==> src/rtl/acss_pkg.sv <==
// ----------------------------------------------------------------------------
// ADC channel scan sequencer package
// Shared widths, operation and phase codes, command constants, the control
// structures of the round-robin search unit and the position wrap helper.
// ----------------------------------------------------------------------------
package acss_pkg;

    localparam int OP_W    = 2;
    localparam int CHAN_W  = 3;
    localparam int RX_W    = 32;
    localparam int CMD_W   = 32;
    localparam int PHASE_W = 3;
    localparam int VALUE_W = 18;
    localparam int MASK_W  = 8;

    localparam logic [OP_W-1:0] OP_TICK   = 2'd0;
    localparam logic [OP_W-1:0] OP_START  = 2'd1;
    localparam logic [OP_W-1:0] OP_ACK    = 2'd2;
    localparam logic [OP_W-1:0] OP_REINIT = 2'd3;

    localparam logic [PHASE_W-1:0] PH_WAIT_INIT  = 3'd0;
    localparam logic [PHASE_W-1:0] PH_IDLE       = 3'd1;
    localparam logic [PHASE_W-1:0] PH_SCANNING   = 3'd2;
    localparam logic [PHASE_W-1:0] PH_CONVERTING = 3'd3;
    localparam logic [PHASE_W-1:0] PH_COMPLETE   = 3'd4;

    localparam logic [CMD_W-1:0]  BASE_CMD         = 32'h8400_0000;
    localparam int                CMD_CHAN_SHIFT   = 27;
    localparam int                REPLY_DATA_SHIFT = 14;
    localparam int                REPLY_CHAN_SHIFT = 11;
    localparam logic [MASK_W-1:0] MASK_RESET       = 8'd3;

    typedef struct packed {
        logic                start;
        logic [MASK_W-1:0]   mask;
        logic [CHAN_W-1:0]   base;
    } search_req_t;

    typedef struct packed {
        logic                done;
        logic [CHAN_W-1:0]   chan;
    } search_rsp_t;

    // Next channel position, wrapping to zero at the channel count.
    function automatic logic [CHAN_W-1:0] wrap_inc(input logic [CHAN_W-1:0] p,
                                                   input logic [CHAN_W:0]   n);
        logic [CHAN_W:0] sum;
        sum = {1'b0, p} + {{CHAN_W{1'b0}}, 1'b1};
        return (sum >= n) ? '0 : sum[CHAN_W-1:0];
    endfunction

endpackage

==> src/rtl/acss_if.sv <==
// ----------------------------------------------------------------------------
// ADC channel scan sequencer channel interfaces
// Valid/ready request channel and result channel with their payload fields.
// ----------------------------------------------------------------------------
interface acss_req_if;
    logic                          valid;
    logic                          ready;
    logic [acss_pkg::OP_W-1:0]     op;
    logic                          adc_busy;
    logic [acss_pkg::RX_W-1:0]     spi_rx;
    logic [acss_pkg::CHAN_W-1:0]   read_channel;

    modport source (output valid, op, adc_busy, spi_rx, read_channel, input ready);
    modport sink   (input valid, op, adc_busy, spi_rx, read_channel, output ready);
endinterface

interface acss_rsp_if;
    logic                          valid;
    logic                          ready;
    logic                          cnv_pulse;
    logic                          spi_cmd_valid;
    logic [acss_pkg::CMD_W-1:0]    spi_cmd;
    logic [acss_pkg::PHASE_W-1:0]  status;
    logic [acss_pkg::VALUE_W-1:0]  channel_value;

    modport source (output valid, cnv_pulse, spi_cmd_valid, spi_cmd, status,
                    channel_value, input ready);
    modport sink   (input valid, cnv_pulse, spi_cmd_valid, spi_cmd, status,
                    channel_value, output ready);
endinterface

==> src/rtl/acss_rr_search.sv <==
// ----------------------------------------------------------------------------
// ADC channel scan sequencer round-robin search
// Steps one channel position per cycle from the position after the base
// until an enabled channel is found; an empty mask answers channel zero.
// ----------------------------------------------------------------------------
module acss_rr_search #(
    parameter int NUM_CHANNELS = 8
) (
    input  logic                  clk,
    input  logic                  rst_n,
    input  acss_pkg::search_req_t req,
    output acss_pkg::search_rsp_t rsp
);

    localparam logic [acss_pkg::CHAN_W:0]   NCH      = (acss_pkg::CHAN_W+1)'(NUM_CHANNELS);
    localparam logic [acss_pkg::CHAN_W-1:0] CNT_LAST = acss_pkg::CHAN_W'(NUM_CHANNELS - 1);

    logic                          busy_reg;
    logic [acss_pkg::CHAN_W-1:0]   pos_reg;
    logic [acss_pkg::CHAN_W-1:0]   cnt_reg;
    logic                          empty;
    logic                          found;
    logic                          hit;
    logic [acss_pkg::CHAN_W-1:0]   pos_inc;

    assign empty   = (req.mask == '0);
    assign found   = req.mask[pos_reg];
    assign pos_inc = acss_pkg::wrap_inc(pos_reg, NCH);
    assign hit     = busy_reg && (empty || found || (cnt_reg == CNT_LAST));

    always_ff @(posedge clk or negedge rst_n)
    begin
        if (!rst_n)
        begin
            busy_reg <= 1'b0;
        end
        else if (req.start)
        begin
            busy_reg <= 1'b1;
        end
        else if (hit)
        begin
            busy_reg <= 1'b0;
        end
    end

    always_ff @(posedge clk)
    begin
        if (req.start)
        begin
            pos_reg <= acss_pkg::wrap_inc(req.base, NCH);
            cnt_reg <= '0;
        end
        else if (busy_reg && !hit)
        begin
            pos_reg <= pos_inc;
            cnt_reg <= cnt_reg + 1'b1;
        end
    end

    always_comb
    begin
        rsp.done = hit;
        priority if (empty)
        begin
            rsp.chan = '0;
        end
        else if (found)
        begin
            rsp.chan = pos_reg;
        end
        else
        begin
            rsp.chan = pos_inc;
        end
    end

endmodule

==> src/rtl/adc_channel_scan_sequencer.sv <==
// ----------------------------------------------------------------------------
// ADC channel scan sequencer
// Phase sequencer for an eight-channel SPI ADC with a result store per channel.
// ----------------------------------------------------------------------------
// Requests arrive on the req channel (op, adc_busy, spi_rx, read_channel) and
// each one produces exactly one result on the rsp channel (cnv_pulse,
// spi_cmd_valid, spi_cmd, status, channel_value). The enable mask is written
// through the APB port at any address with paddr[2] low; pready is always high.
// A request is taken in one cycle, decoded in the next, and committed in a
// finish cycle. A tick in the converting phase with busy low also runs the
// round-robin channel search, which checks one position per cycle, between
// the decode and finish cycles. The result is valid the cycle after the
// commit.
// The block takes a new request while a result still waits on rsp. When the
// receiver stalls, the next request waits in the finish cycle until the
// output register frees, and req.ready stays low meanwhile.
// Reset puts the sequencer in the wait-init phase, sets the enable mask to 3,
// and clears the scan position and every stored channel value.
// ----------------------------------------------------------------------------
module adc_channel_scan_sequencer #(
    parameter int NUM_CHANNELS = 8
) (
    input  logic        clk,
    input  logic        rst_n,
    input  logic        psel,
    input  logic        penable,
    input  logic        pwrite,
    input  logic [2:0]  paddr,
    input  logic [31:0] pwdata,
    output logic [31:0] prdata,
    output logic        pready,
    acss_req_if.sink    req,
    acss_rsp_if.source  rsp
);

    localparam int IDX_W = $clog2(NUM_CHANNELS);
    localparam logic [acss_pkg::CHAN_W:0]   NCH     = (acss_pkg::CHAN_W+1)'(NUM_CHANNELS);
    localparam logic [acss_pkg::MASK_W-1:0] CH_MASK =
        acss_pkg::MASK_W'((1 << NUM_CHANNELS) - 1);

    localparam logic [1:0] ST_IDLE   = 2'd0;
    localparam logic [1:0] ST_EXEC   = 2'd1;
    localparam logic [1:0] ST_SEARCH = 2'd2;
    localparam logic [1:0] ST_FINISH = 2'd3;

    logic [1:0]                      state_reg, state_next;
    logic [acss_pkg::MASK_W-1:0]     mask_reg;
    logic [acss_pkg::PHASE_W-1:0]    phase_reg, phase_next;
    logic [acss_pkg::CHAN_W-1:0]     scan_reg, scan_next;
    logic [acss_pkg::VALUE_W-1:0]    store_reg [NUM_CHANNELS];

    logic [acss_pkg::OP_W-1:0]       op_reg;
    logic                            busy_reg;
    logic [acss_pkg::RX_W-1:0]       rx_reg;
    logic [acss_pkg::CHAN_W-1:0]     rd_reg;
    logic [acss_pkg::CHAN_W-1:0]     nxt_reg;

    logic                            ovalid_reg;
    logic                            ocnv_reg;
    logic                            ocmdv_reg;
    logic [acss_pkg::CMD_W-1:0]      ocmd_reg;
    logic [acss_pkg::PHASE_W-1:0]    ostatus_reg;
    logic [acss_pkg::VALUE_W-1:0]    ovalue_reg;

    logic [acss_pkg::MASK_W-1:0]     live_mask;
    logic                            accept;
    logic                            out_free;
    logic                            commit;
    logic                            need_search;
    logic                            cfg_write;

    logic                            clr;
    logic                            reinit;
    logic                            wr_en;
    logic [acss_pkg::CHAN_W-1:0]     wr_ch;
    logic [acss_pkg::VALUE_W-1:0]    wr_data;
    logic                            cnv;
    logic                            cmdv;
    logic [acss_pkg::CMD_W-1:0]      cmd;
    logic [acss_pkg::VALUE_W-1:0]    rd_value;
    logic [acss_pkg::VALUE_W-1:0]    value_out;

    acss_pkg::search_req_t           srch_req;
    acss_pkg::search_rsp_t           srch_rsp;

    assign live_mask   = mask_reg & CH_MASK;
    assign accept      = req.valid && req.ready;
    assign req.ready   = (state_reg == ST_IDLE);
    assign out_free    = !ovalid_reg || rsp.ready;
    assign commit      = (state_reg == ST_FINISH) && out_free;
    assign need_search = (op_reg == acss_pkg::OP_TICK) &&
                         (phase_reg == acss_pkg::PH_CONVERTING) && !busy_reg;
    assign cfg_write   = psel && penable && pwrite && !paddr[2];

    assign pready = 1'b1;
    assign prdata = paddr[2] ? 32'd0 : {24'd0, mask_reg};

    assign srch_req.start = (state_reg == ST_EXEC) && need_search;
    assign srch_req.mask  = live_mask;
    assign srch_req.base  = scan_reg;

    acss_rr_search #(
        .NUM_CHANNELS (NUM_CHANNELS)
    ) u_search (
        .clk   (clk),
        .rst_n (rst_n),
        .req   (srch_req),
        .rsp   (srch_rsp)
    );

    always_comb
    begin
        state_next = state_reg;
        unique case (state_reg)
            ST_IDLE:
            begin
                if (accept)
                begin
                    state_next = ST_EXEC;
                end
            end
            ST_EXEC:
            begin
                state_next = need_search ? ST_SEARCH : ST_FINISH;
            end
            ST_SEARCH:
            begin
                if (srch_rsp.done)
                begin
                    state_next = ST_FINISH;
                end
            end
            ST_FINISH:
            begin
                if (out_free)
                begin
                    state_next = ST_IDLE;
                end
            end
            default:
            begin
                state_next = ST_IDLE;
            end
        endcase
    end

    always_comb
    begin
        phase_next = phase_reg;
        scan_next  = scan_reg;
        clr        = 1'b0;
        reinit     = 1'b0;
        wr_en      = 1'b0;
        wr_ch      = rx_reg[acss_pkg::REPLY_CHAN_SHIFT +: acss_pkg::CHAN_W];
        wr_data    = rx_reg[acss_pkg::RX_W-1:acss_pkg::REPLY_DATA_SHIFT];
        cnv        = 1'b0;
        cmdv       = 1'b0;
        cmd        = '0;
        unique case (op_reg)
            acss_pkg::OP_REINIT:
            begin
                phase_next = acss_pkg::PH_WAIT_INIT;
                reinit     = 1'b1;
            end
            acss_pkg::OP_ACK:
            begin
                phase_next = acss_pkg::PH_IDLE;
            end
            acss_pkg::OP_START:
            begin
                if (phase_reg == acss_pkg::PH_IDLE)
                begin
                    scan_next  = '0;
                    clr        = 1'b1;
                    phase_next = acss_pkg::PH_SCANNING;
                end
            end
            acss_pkg::OP_TICK:
            begin
                unique case (phase_reg)
                    acss_pkg::PH_WAIT_INIT:
                    begin
                        cmdv       = 1'b1;
                        cmd        = acss_pkg::BASE_CMD;
                        phase_next = acss_pkg::PH_IDLE;
                    end
                    acss_pkg::PH_SCANNING:
                    begin
                        if (live_mask[scan_reg])
                        begin
                            cnv        = 1'b1;
                            phase_next = acss_pkg::PH_CONVERTING;
                        end
                        else
                        begin
                            scan_next = acss_pkg::wrap_inc(scan_reg, NCH);
                        end
                    end
                    acss_pkg::PH_CONVERTING:
                    begin
                        if (!busy_reg)
                        begin
                            cmdv = 1'b1;
                            cmd  = acss_pkg::BASE_CMD |
                                   (acss_pkg::CMD_W'(nxt_reg) << acss_pkg::CMD_CHAN_SHIFT);
                            if (rx_reg == '0)
                            begin
                                phase_next = acss_pkg::PH_SCANNING;
                            end
                            else
                            begin
                                wr_en = (rx_reg[31:24] == rx_reg[7:0]) &&
                                        ({1'b0, wr_ch} < NCH);
                                phase_next = (nxt_reg > scan_reg) ?
                                             acss_pkg::PH_SCANNING : acss_pkg::PH_COMPLETE;
                                scan_next  = nxt_reg;
                            end
                        end
                    end
                    default:
                    begin
                    end
                endcase
            end
            default:
            begin
            end
        endcase
    end

    assign rd_value = ({1'b0, rd_reg} < NCH) ? store_reg[rd_reg[IDX_W-1:0]] : '0;

    always_comb
    begin
        priority if (clr)
        begin
            value_out = '0;
        end
        else if (wr_en && (wr_ch == rd_reg))
        begin
            value_out = wr_data;
        end
        else
        begin
            value_out = rd_value;
        end
    end

    always_ff @(posedge clk or negedge rst_n)
    begin
        if (!rst_n)
        begin
            state_reg  <= ST_IDLE;
            mask_reg   <= acss_pkg::MASK_RESET;
            phase_reg  <= acss_pkg::PH_WAIT_INIT;
            scan_reg   <= '0;
            ovalid_reg <= 1'b0;
            for (int i = 0; i < NUM_CHANNELS; i++)
            begin
                store_reg[i] <= '0;
            end
        end
        else
        begin
            state_reg <= state_next;
            if (cfg_write)
            begin
                mask_reg <= pwdata[acss_pkg::MASK_W-1:0];
            end
            else if (commit && reinit)
            begin
                mask_reg <= acss_pkg::MASK_RESET;
            end
            if (commit)
            begin
                phase_reg  <= phase_next;
                scan_reg   <= scan_next;
                ovalid_reg <= 1'b1;
                if (clr)
                begin
                    for (int i = 0; i < NUM_CHANNELS; i++)
                    begin
                        store_reg[i] <= '0;
                    end
                end
                else if (wr_en)
                begin
                    store_reg[wr_ch[IDX_W-1:0]] <= wr_data;
                end
            end
            else if (rsp.ready)
            begin
                ovalid_reg <= 1'b0;
            end
        end
    end

    always_ff @(posedge clk)
    begin
        if (accept)
        begin
            op_reg   <= req.op;
            busy_reg <= req.adc_busy;
            rx_reg   <= req.spi_rx;
            rd_reg   <= req.read_channel;
        end
        if ((state_reg == ST_SEARCH) && srch_rsp.done)
        begin
            nxt_reg <= srch_rsp.chan;
        end
        if (commit)
        begin
            ocnv_reg    <= cnv;
            ocmdv_reg   <= cmdv;
            ocmd_reg    <= cmd;
            ostatus_reg <= phase_next;
            ovalue_reg  <= value_out;
        end
    end

    assign rsp.valid         = ovalid_reg;
    assign rsp.cnv_pulse     = ocnv_reg;
    assign rsp.spi_cmd_valid = ocmdv_reg;
    assign rsp.spi_cmd       = ocmd_reg;
    assign rsp.status        = ostatus_reg;
    assign rsp.channel_value = ovalue_reg;

endmodule

==> src/flat_wrapper.sv <==
// flat-port wrapper written by rule: the top's interface ports become plain ports
module adc_channel_scan_sequencer_flat 
#(
    parameter int NUM_CHANNELS = 8
)
  (clk, rst_n, psel, penable, pwrite, paddr, pwdata, prdata, pready, req_valid, req_op, req_adc_busy, req_spi_rx, req_read_channel, req_ready, rsp_valid, rsp_cnv_pulse, rsp_spi_cmd_valid, rsp_spi_cmd, rsp_status, rsp_channel_value, rsp_ready);
  acss_req_if req_i ();
  acss_rsp_if rsp_i ();
  input  logic clk;
  input  logic rst_n;
  input  logic psel;
  input  logic penable;
  input  logic pwrite;
  input  logic [2:0] paddr;
  input  logic [31:0] pwdata;
  output logic [31:0] prdata;
  output logic pready;
  input wire logic [$bits(req_i.valid)-1:0] req_valid;
  input wire logic [$bits(req_i.op)-1:0] req_op;
  input wire logic [$bits(req_i.adc_busy)-1:0] req_adc_busy;
  input wire logic [$bits(req_i.spi_rx)-1:0] req_spi_rx;
  input wire logic [$bits(req_i.read_channel)-1:0] req_read_channel;
  output wire logic [$bits(req_i.ready)-1:0] req_ready;
  output wire logic [$bits(rsp_i.valid)-1:0] rsp_valid;
  output wire logic [$bits(rsp_i.cnv_pulse)-1:0] rsp_cnv_pulse;
  output wire logic [$bits(rsp_i.spi_cmd_valid)-1:0] rsp_spi_cmd_valid;
  output wire logic [$bits(rsp_i.spi_cmd)-1:0] rsp_spi_cmd;
  output wire logic [$bits(rsp_i.status)-1:0] rsp_status;
  output wire logic [$bits(rsp_i.channel_value)-1:0] rsp_channel_value;
  input wire logic [$bits(rsp_i.ready)-1:0] rsp_ready;
  assign req_i.valid = req_valid;
  assign req_i.op = req_op;
  assign req_i.adc_busy = req_adc_busy;
  assign req_i.spi_rx = req_spi_rx;
  assign req_i.read_channel = req_read_channel;
  assign req_ready = req_i.ready;
  assign rsp_valid = rsp_i.valid;
  assign rsp_cnv_pulse = rsp_i.cnv_pulse;
  assign rsp_spi_cmd_valid = rsp_i.spi_cmd_valid;
  assign rsp_spi_cmd = rsp_i.spi_cmd;
  assign rsp_status = rsp_i.status;
  assign rsp_channel_value = rsp_i.channel_value;
  assign rsp_i.ready = rsp_ready;
  adc_channel_scan_sequencer #(.NUM_CHANNELS(NUM_CHANNELS)) u_core (.clk(clk), .rst_n(rst_n), .psel(psel), .penable(penable), .pwrite(pwrite), .paddr(paddr), .pwdata(pwdata), .prdata(prdata), .pready(pready), .req(req_i), .rsp(rsp_i));
endmodule
==> config.mk <==
export PLATFORM = sky130hd
export DESIGN_NAME = adc_channel_scan_sequencer_flat
export DESIGN_NICKNAME = d
export VERILOG_FILES = /design/src/rtl/acss_pkg.sv /design/src/rtl/acss_if.sv /design/src/rtl/acss_rr_search.sv /design/src/rtl/adc_channel_scan_sequencer.sv /design/src/flat_wrapper.sv
export SDC_FILE = /design/constraint.sdc
export NUM_CORES = 1
export LEC_CHECK = 0
export CORE_ASPECT_RATIO = 0.5
export CORE_MARGIN = 2
export CORE_UTILIZATION = 55
export CTS_CLUSTER_SIZE = 10
export DETAILED_ROUTE_END_ITERATION = 12
export DONT_BUFFER_PORTS = 1
export PLACE_DENSITY = 0.7
export SYNTH_ARGS = -nofsm -noshare
export SYNTH_HDL_FRONTEND = slang
export SYNTH_SLANG_ARGS = --single-unit
export TNS_END_PERCENT = 20
==> constraint.sdc <==
create_clock -name clk -period 6.2 [get_ports clk]
set_input_delay 0.31 -clock clk [delete_from_list [all_inputs] [get_ports clk]]
set_output_delay 0.31 -clock clk [all_outputs]
set_load 0.005 [all_outputs]
# After elaboration in Yosys (flattened, before gate mapping)
# Index checks and enable logic that the tools add are counted.
# totals
regBits	264
inputBits	80
# classes
addsub	3
magnitude_cmp	8
eq_ne	20
n_mux	55
bitwise_logic	2
n_reduce_logical	36
# op_table
cell	count
144-bit 2-to-1 mux	2
144-bit bitwise mux	1
18-bit 2-to-1 mux	4
32-bit case mux with 2 select lines	1
18-bit binary-select mux with 3-bit select	1
18-bit demux with 3-bit select	1
3-bit 2-to-1 mux	14
32-bit zero test	1
32-bit 2-to-1 mux	1
8-bit 2-to-1 mux	3
4-bit greater-or-equal comparator, second input constant	4
1-bit 2-to-1 mux	16
1-bit logical AND	14
3-bit != test, second input constant	4
3-bit case mux with 2 select lines	2
3-bit case mux with 4 select lines	1
2-bit nonzero test	6
3-bit case mux with 3 select lines	1
3-bit by 1-bit adder with 4-bit output, second input constant	2
2-bit == test, second input constant	4
8-bit == test	1
8-bit zero test	1
3-bit by 4-bit < comparator with 1-bit output, second input constant	2
3-bit inverter with 4-bit output	2
other kinds (21)	35

# Longest topological paths before layout
# logic_depth
word_depth	9
depth_mapped	9

# Cells and area by module
# Synthesis repeated with hierarchy kept, for this count alone.
# hier_totals
hier_cells	968
area_unflattened_um2	11846.4
# modules_own_cells
module	instances	cells_each	area_each_um2	seq_area_each_um2
adc_channel_scan_sequencer	1	918	11277.1	6043.3
acss_rr_search	1	50	569.3	175.2

# Worst setup path after synthesis
# No wires, ideal clock.
# synth_timing
path_type	reg-to-reg
startpoint	reg u_core.state_reg[1]
endpoint	reg u_core.store_reg[59] (netlist name)
setup_ns	0.082
t_arrival_ns	2.157
required_ns	6.118
setup_slack_ns	3.960
path_stages_with_launch	9
path_cell_list	dfrtp_1 > ha_1 > nand2_1 > inv_1 > and2_1 > buf_2 > nand4_4 > buf_2 > o22ai_1
# synth_between
elab_chain_cells	3
# synth_rtl
item	line_no	rtl
start, declared	adc_channel_scan_sequencer.sv:46	logic [1:0] state_reg, state_next;
start signal, assigned	adc_channel_scan_sequencer.sv:265	state_reg <= state_next;
2-bit == test	adc_channel_scan_sequencer.sv:90	assign commit = (state_reg == ST_FINISH) && out_free;
1-bit logical AND	adc_channel_scan_sequencer.sv:90	
via u_core.commit	adc_channel_scan_sequencer.sv:68	logic commit;
2-bit AND reduction (no line)	--	
end signal, assigned by index	adc_channel_scan_sequencer.sv:288	store_reg[wr_ch[IDX_W-1:0]] <= wr_data;
end, declared	adc_channel_scan_sequencer.sv:50	logic [acss_pkg::VALUE_W-1:0] store_reg [NUM_CHANNELS];
# The timed path passes the listed nets, and every way through them passes these cells.
# A chain may end at the register's enable or synchronous reset.

# Final worst setup path
# layout_timing
startpoint	reg u_core.rx_reg[11] (netlist name)
endpoint	reg u_core.store_reg[143] (netlist name)
# layout_between
elab_chain_cells	8
elab_cells_between_ends	16
# layout_rtl
item	line_no	rtl
start, declared	adc_channel_scan_sequencer.sv:54	logic [acss_pkg::RX_W-1:0] rx_reg;
start signal, assigned	adc_channel_scan_sequencer.sv:304	rx_reg <= req.spi_rx;
3-bit inverter with 4-bit output (implied by the code)	adc_channel_scan_sequencer.sv:288	
4-bit greater-or-equal comparator (implied by the code) / 4-bit by 1-bit < comparator with 1-bit output (equally long branches)	adc_channel_scan_sequencer.sv:288	
1-bit logical AND (implied by the code)	adc_channel_scan_sequencer.sv:288	
18-bit 2-to-1 mux (implied by the code)	adc_channel_scan_sequencer.sv:288	
18-bit demux with 3-bit select	adc_channel_scan_sequencer.sv:288	
144-bit bitwise mux	adc_channel_scan_sequencer.sv:288	
144-bit 2-to-1 mux	adc_channel_scan_sequencer.sv:286	else if (wr_en)
144-bit 2-to-1 mux	adc_channel_scan_sequencer.sv:279	if (clr)
# Parallel ways exist; a longest one is shown, timed or not. The select of a mux whose other input is x is not followed.

==> key figures <==
Logic synthesis
  • Post-synth top cells: inv_1 (162), dfrtp_1 (160), o22ai_1 (117)
  • Top-count cell post-synth: inv_1
  • Average size of a mapped cell: roughly 11 µm²
  • Share of the synthesized area in the top cell type: 0.337
  • XOR/XNOR Fraction of Synth Area: 0.00958
  • Area contributors post-synth: dfrtp_1 (34%), edfxtp_1 (18%), mux4_2 (8.0%), o22ai_1 (6.2%), inv_1 (5.1%)
  • Yosys top cell by area: dfrtp_1
  • FFs w/ async S/R, synth: 0.689
  • Register area share after synthesis: 0.523
  • Largest family of logic cells by synthesized area: compound AO/OA/AOI/OAI gates
  • Post-Syn Area: between 0.01 and 0.015 mm²
  • Top FF cell, synth: dfrtp_1
  • Yosys warnings: 0
  • Synth Area in Simple Gates: 0.104
  • Post-synthesis instance total: roughly 1000
  • Number of enable flip-flop cells after synthesis: 70
  • Synth Register Bits: 235
  • Synth Area in Compound Gates: 0.133
  • Mux contribution to synthesized area: 0.102
  • Synth unique cells: around 60
  • Adder-Cell Fraction of Synth Area: 0.0116

Placed design
  • Cells after DPL: ~1300
  • Port bufs: 0
  • Gpl congestion: about 0.89
  • Post-DP HPWL: between 15000 and 20000 µm

Clock tree
  • Clock latency on the worst-skew pair: roughly 530 ps
  • CTS buffer count: 27
  • Maximum clock path buffer count: 3
  • H-tree depth: 1
  • TritonCTS Sinks: approximately 240
  • Clk pin slew, worst setup/hold paths: approximately 60 ps
  • CTS tree: done
  • CTS Hold Bufs: 48
  • CTS root buffer: clkbuf_16
  • Post-cts gate resize count: 0
  • Setup Buffers After CTS: 0

Flow run
  • Max-Cap Viols: 0

Final layout
  • Ratio of cells with drive above 1 in the final layout: 0.119
  • Fill cell count: 1631
  • N_diodes: 0
  • Max FFs per register: between 100 and 150
  • Layout Nets: roughly 1200
  • Final instance count without filler cells: ~1400
  • Area delta synth->final: 9.91%

Min path
  • Hold crit path type: in -> reg

Routing
  • Initial DRT Pass Iterations: 5
  • Routed Antenna Nets: 0
  • Routed length per instance: ~22 µm
  • # DRC: 0
  • Via/cell ratio: slightly above 6
  • DR vias: 8374
  • Initial DRC Count: approximately 850
  • Routed WL: approximately 30000 µm

Setup path
  • Critical path class: reg -> reg
  • Req. time, crit path: ~6600 ps
  • Worst Setup End Kind: flip-flop
  • CP Data Arrival Time: ~3700 ps
  • Startpoint types: flip-flop
  • Max FO, Critical Path: between 40 and 50

Global route
  • Antenna violations before repair: 0
  • Largest net degree at the start of global routing: around 160
  • Gr usage total: 0.271
  • First-pass GRT wire length: 47000 µm
  • Total gr overflow: 0
  • Number of global-route vias before repair: between 8000 and 9000

Timing
  • Slew Viols, Final: 0
  • Worst-case clock skew: 23.6 ps
  • Min Tclk post-route: approximately 3300 ps
  • WHS: between 70 and 80 ps
  • Tcrit/Tclk final: 0.539
  • F_max: about 300 MHz
  • RSZ-0062 raised after global routing: false
  • Setup TNS: 0 ps
  • Worst-Margin Slew: about 950 ps
  • Setup violations, final: 0
  • Final hold violation count: 0
  • Normalized max-slew margin: 0.365

Floorplan
  • DIE WIDTH: about 210 µm
  • Die height: between 100 and 150 µm
  • Core ar.: about 0.021 mm²
  • Initial Utilization: 0.569
  • Site Rows: 37
  • Total Die Area: 0.0229 mm²
  • I/O Pins: 170

Power
  • Pwr dens: 451 mW/mm²
  • Worst vdd ir: just over 0.0003 V
  • Total leakage power: between 5 and 6 nW

Outcome
  • Status: complete, no violations
## layout by cell type, fill, tap and decap left out, types with 4 or more instances in the layout
master and count:
edfxtp_1 70, a21oi_1 18, nand3_1 10, nor4_1 7
clkbuf_16 27, nand4_4 4, ha_1 11, nor2_1 17
and2_1 9, nor2b_1 16, or4_1 4, o22ai_1 117
mux2i_1 23, xor2_1 12, inv_1 162, nand2_1 84
o31ai_1 8, nand2b_1 21, buf_4 16, o21ai_0 25
and3_1 5, a22o_1 6, o22ai_2 10, a21oi_2 6
conb_1 52, o31ai_4 10, mux4_2 42, nand4_1 27
clkbuf_1 17, dfrtp_1 160, dlygate4sd3_1 47, nor3_1 5
## worst max-delay path, cell delays in order (launching register included)
cell and delay (ps):
edfxtp_1 350, buf_4 290, nor3_1 420, and3_1 850
and3_1 790, buf_4 380, o31ai_1 90
## metal layers
| layer | track usage | wire [µm] |
|---|---|---|
| met5 | 0 | 0 |
| met4 | 0.0855 | 811 |
| met3 | 0.0520 | 2770 |
| met2 | 0.456 | 14600 |
| met1 | 0.362 | 11800 |
## metrics by stage
stage | cell area, µm² | worst slack (ps) | util | power, W
after floorplan | 12100 | 3960 | - | 0.00399
after global placement | 11800 | 3040 | 0.565 | 0.00429
after detailed placement | 11800 | 2960 | 0.565 | 0.00440
after CTS | 13100 | 2930 | 0.626 | 0.00589
after global routing | 13100 | 2740 | 0.626 | 0.00624
final | 13100 | 2860 | 0.626 | 0.00589
## path summary, 6_finish.rpt
path	startpoint	end	slack, ps	depth (start not counted)
setup reg to reg	u_core.rx_reg[11]$_DFFE_PP_	u_core.store_reg[143]$_DFFE_PN0P_	2860	6
hold / removal	rsp_ready	u_core.rsp.valid$_DFFE_PN0P_	70	2
hold reg to reg	u_core.u_search.cnt_reg[2]$_SDFFE_PP0P_	u_core.u_search.cnt_reg[2]$_SDFFE_PP0P_	510	2
setup / recovery	u_core.rx_reg[11]$_DFFE_PP_	u_core.store_reg[143]$_DFFE_PN0P_	2860	6
max in group asynchronous	rst_n	u_core.store_reg[42]$_DFFE_PN0P_	5010	2
min in group asynchronous	rst_n	u_core.store_reg[33]$_DFFE_PN0P_	450	2
## area by class of cell
cell class	count	area [µm²]	area share
Sequential cell	235	6220	0.476
Tap cell	292	365	0.0280
Clock buffer	44	739	0.0566
Timing Repair Buffer	64	618	0.0473
Inverter	162	608	0.0465
Clock inverter	1	30.0	0.00230
Multi-Input combinational cell	583	4490	0.343
## logic make-up (layout without fill, tap and decap cells)
group,count (synthesis),count (layout)
buffers and inverters,280,271
flip-flops,235,235
AND/OR/NAND/NOR,222,222
AO/OA/AOI/OAI,217,217
multiplexers,68,68
XOR/XNOR,13,13
adder cells (fa/ha/maj),11,11
other,2,52
## report_power, final
part           switching, W  internal, W  total, W  leakage [nW]
logic              0.000937     0.000859   0.00180          2.86
clock network      0.000591     0.000844   0.00143         0.367
registers          0.000377      0.00228   0.00266          2.47
(Power assumes the default switching activity.)
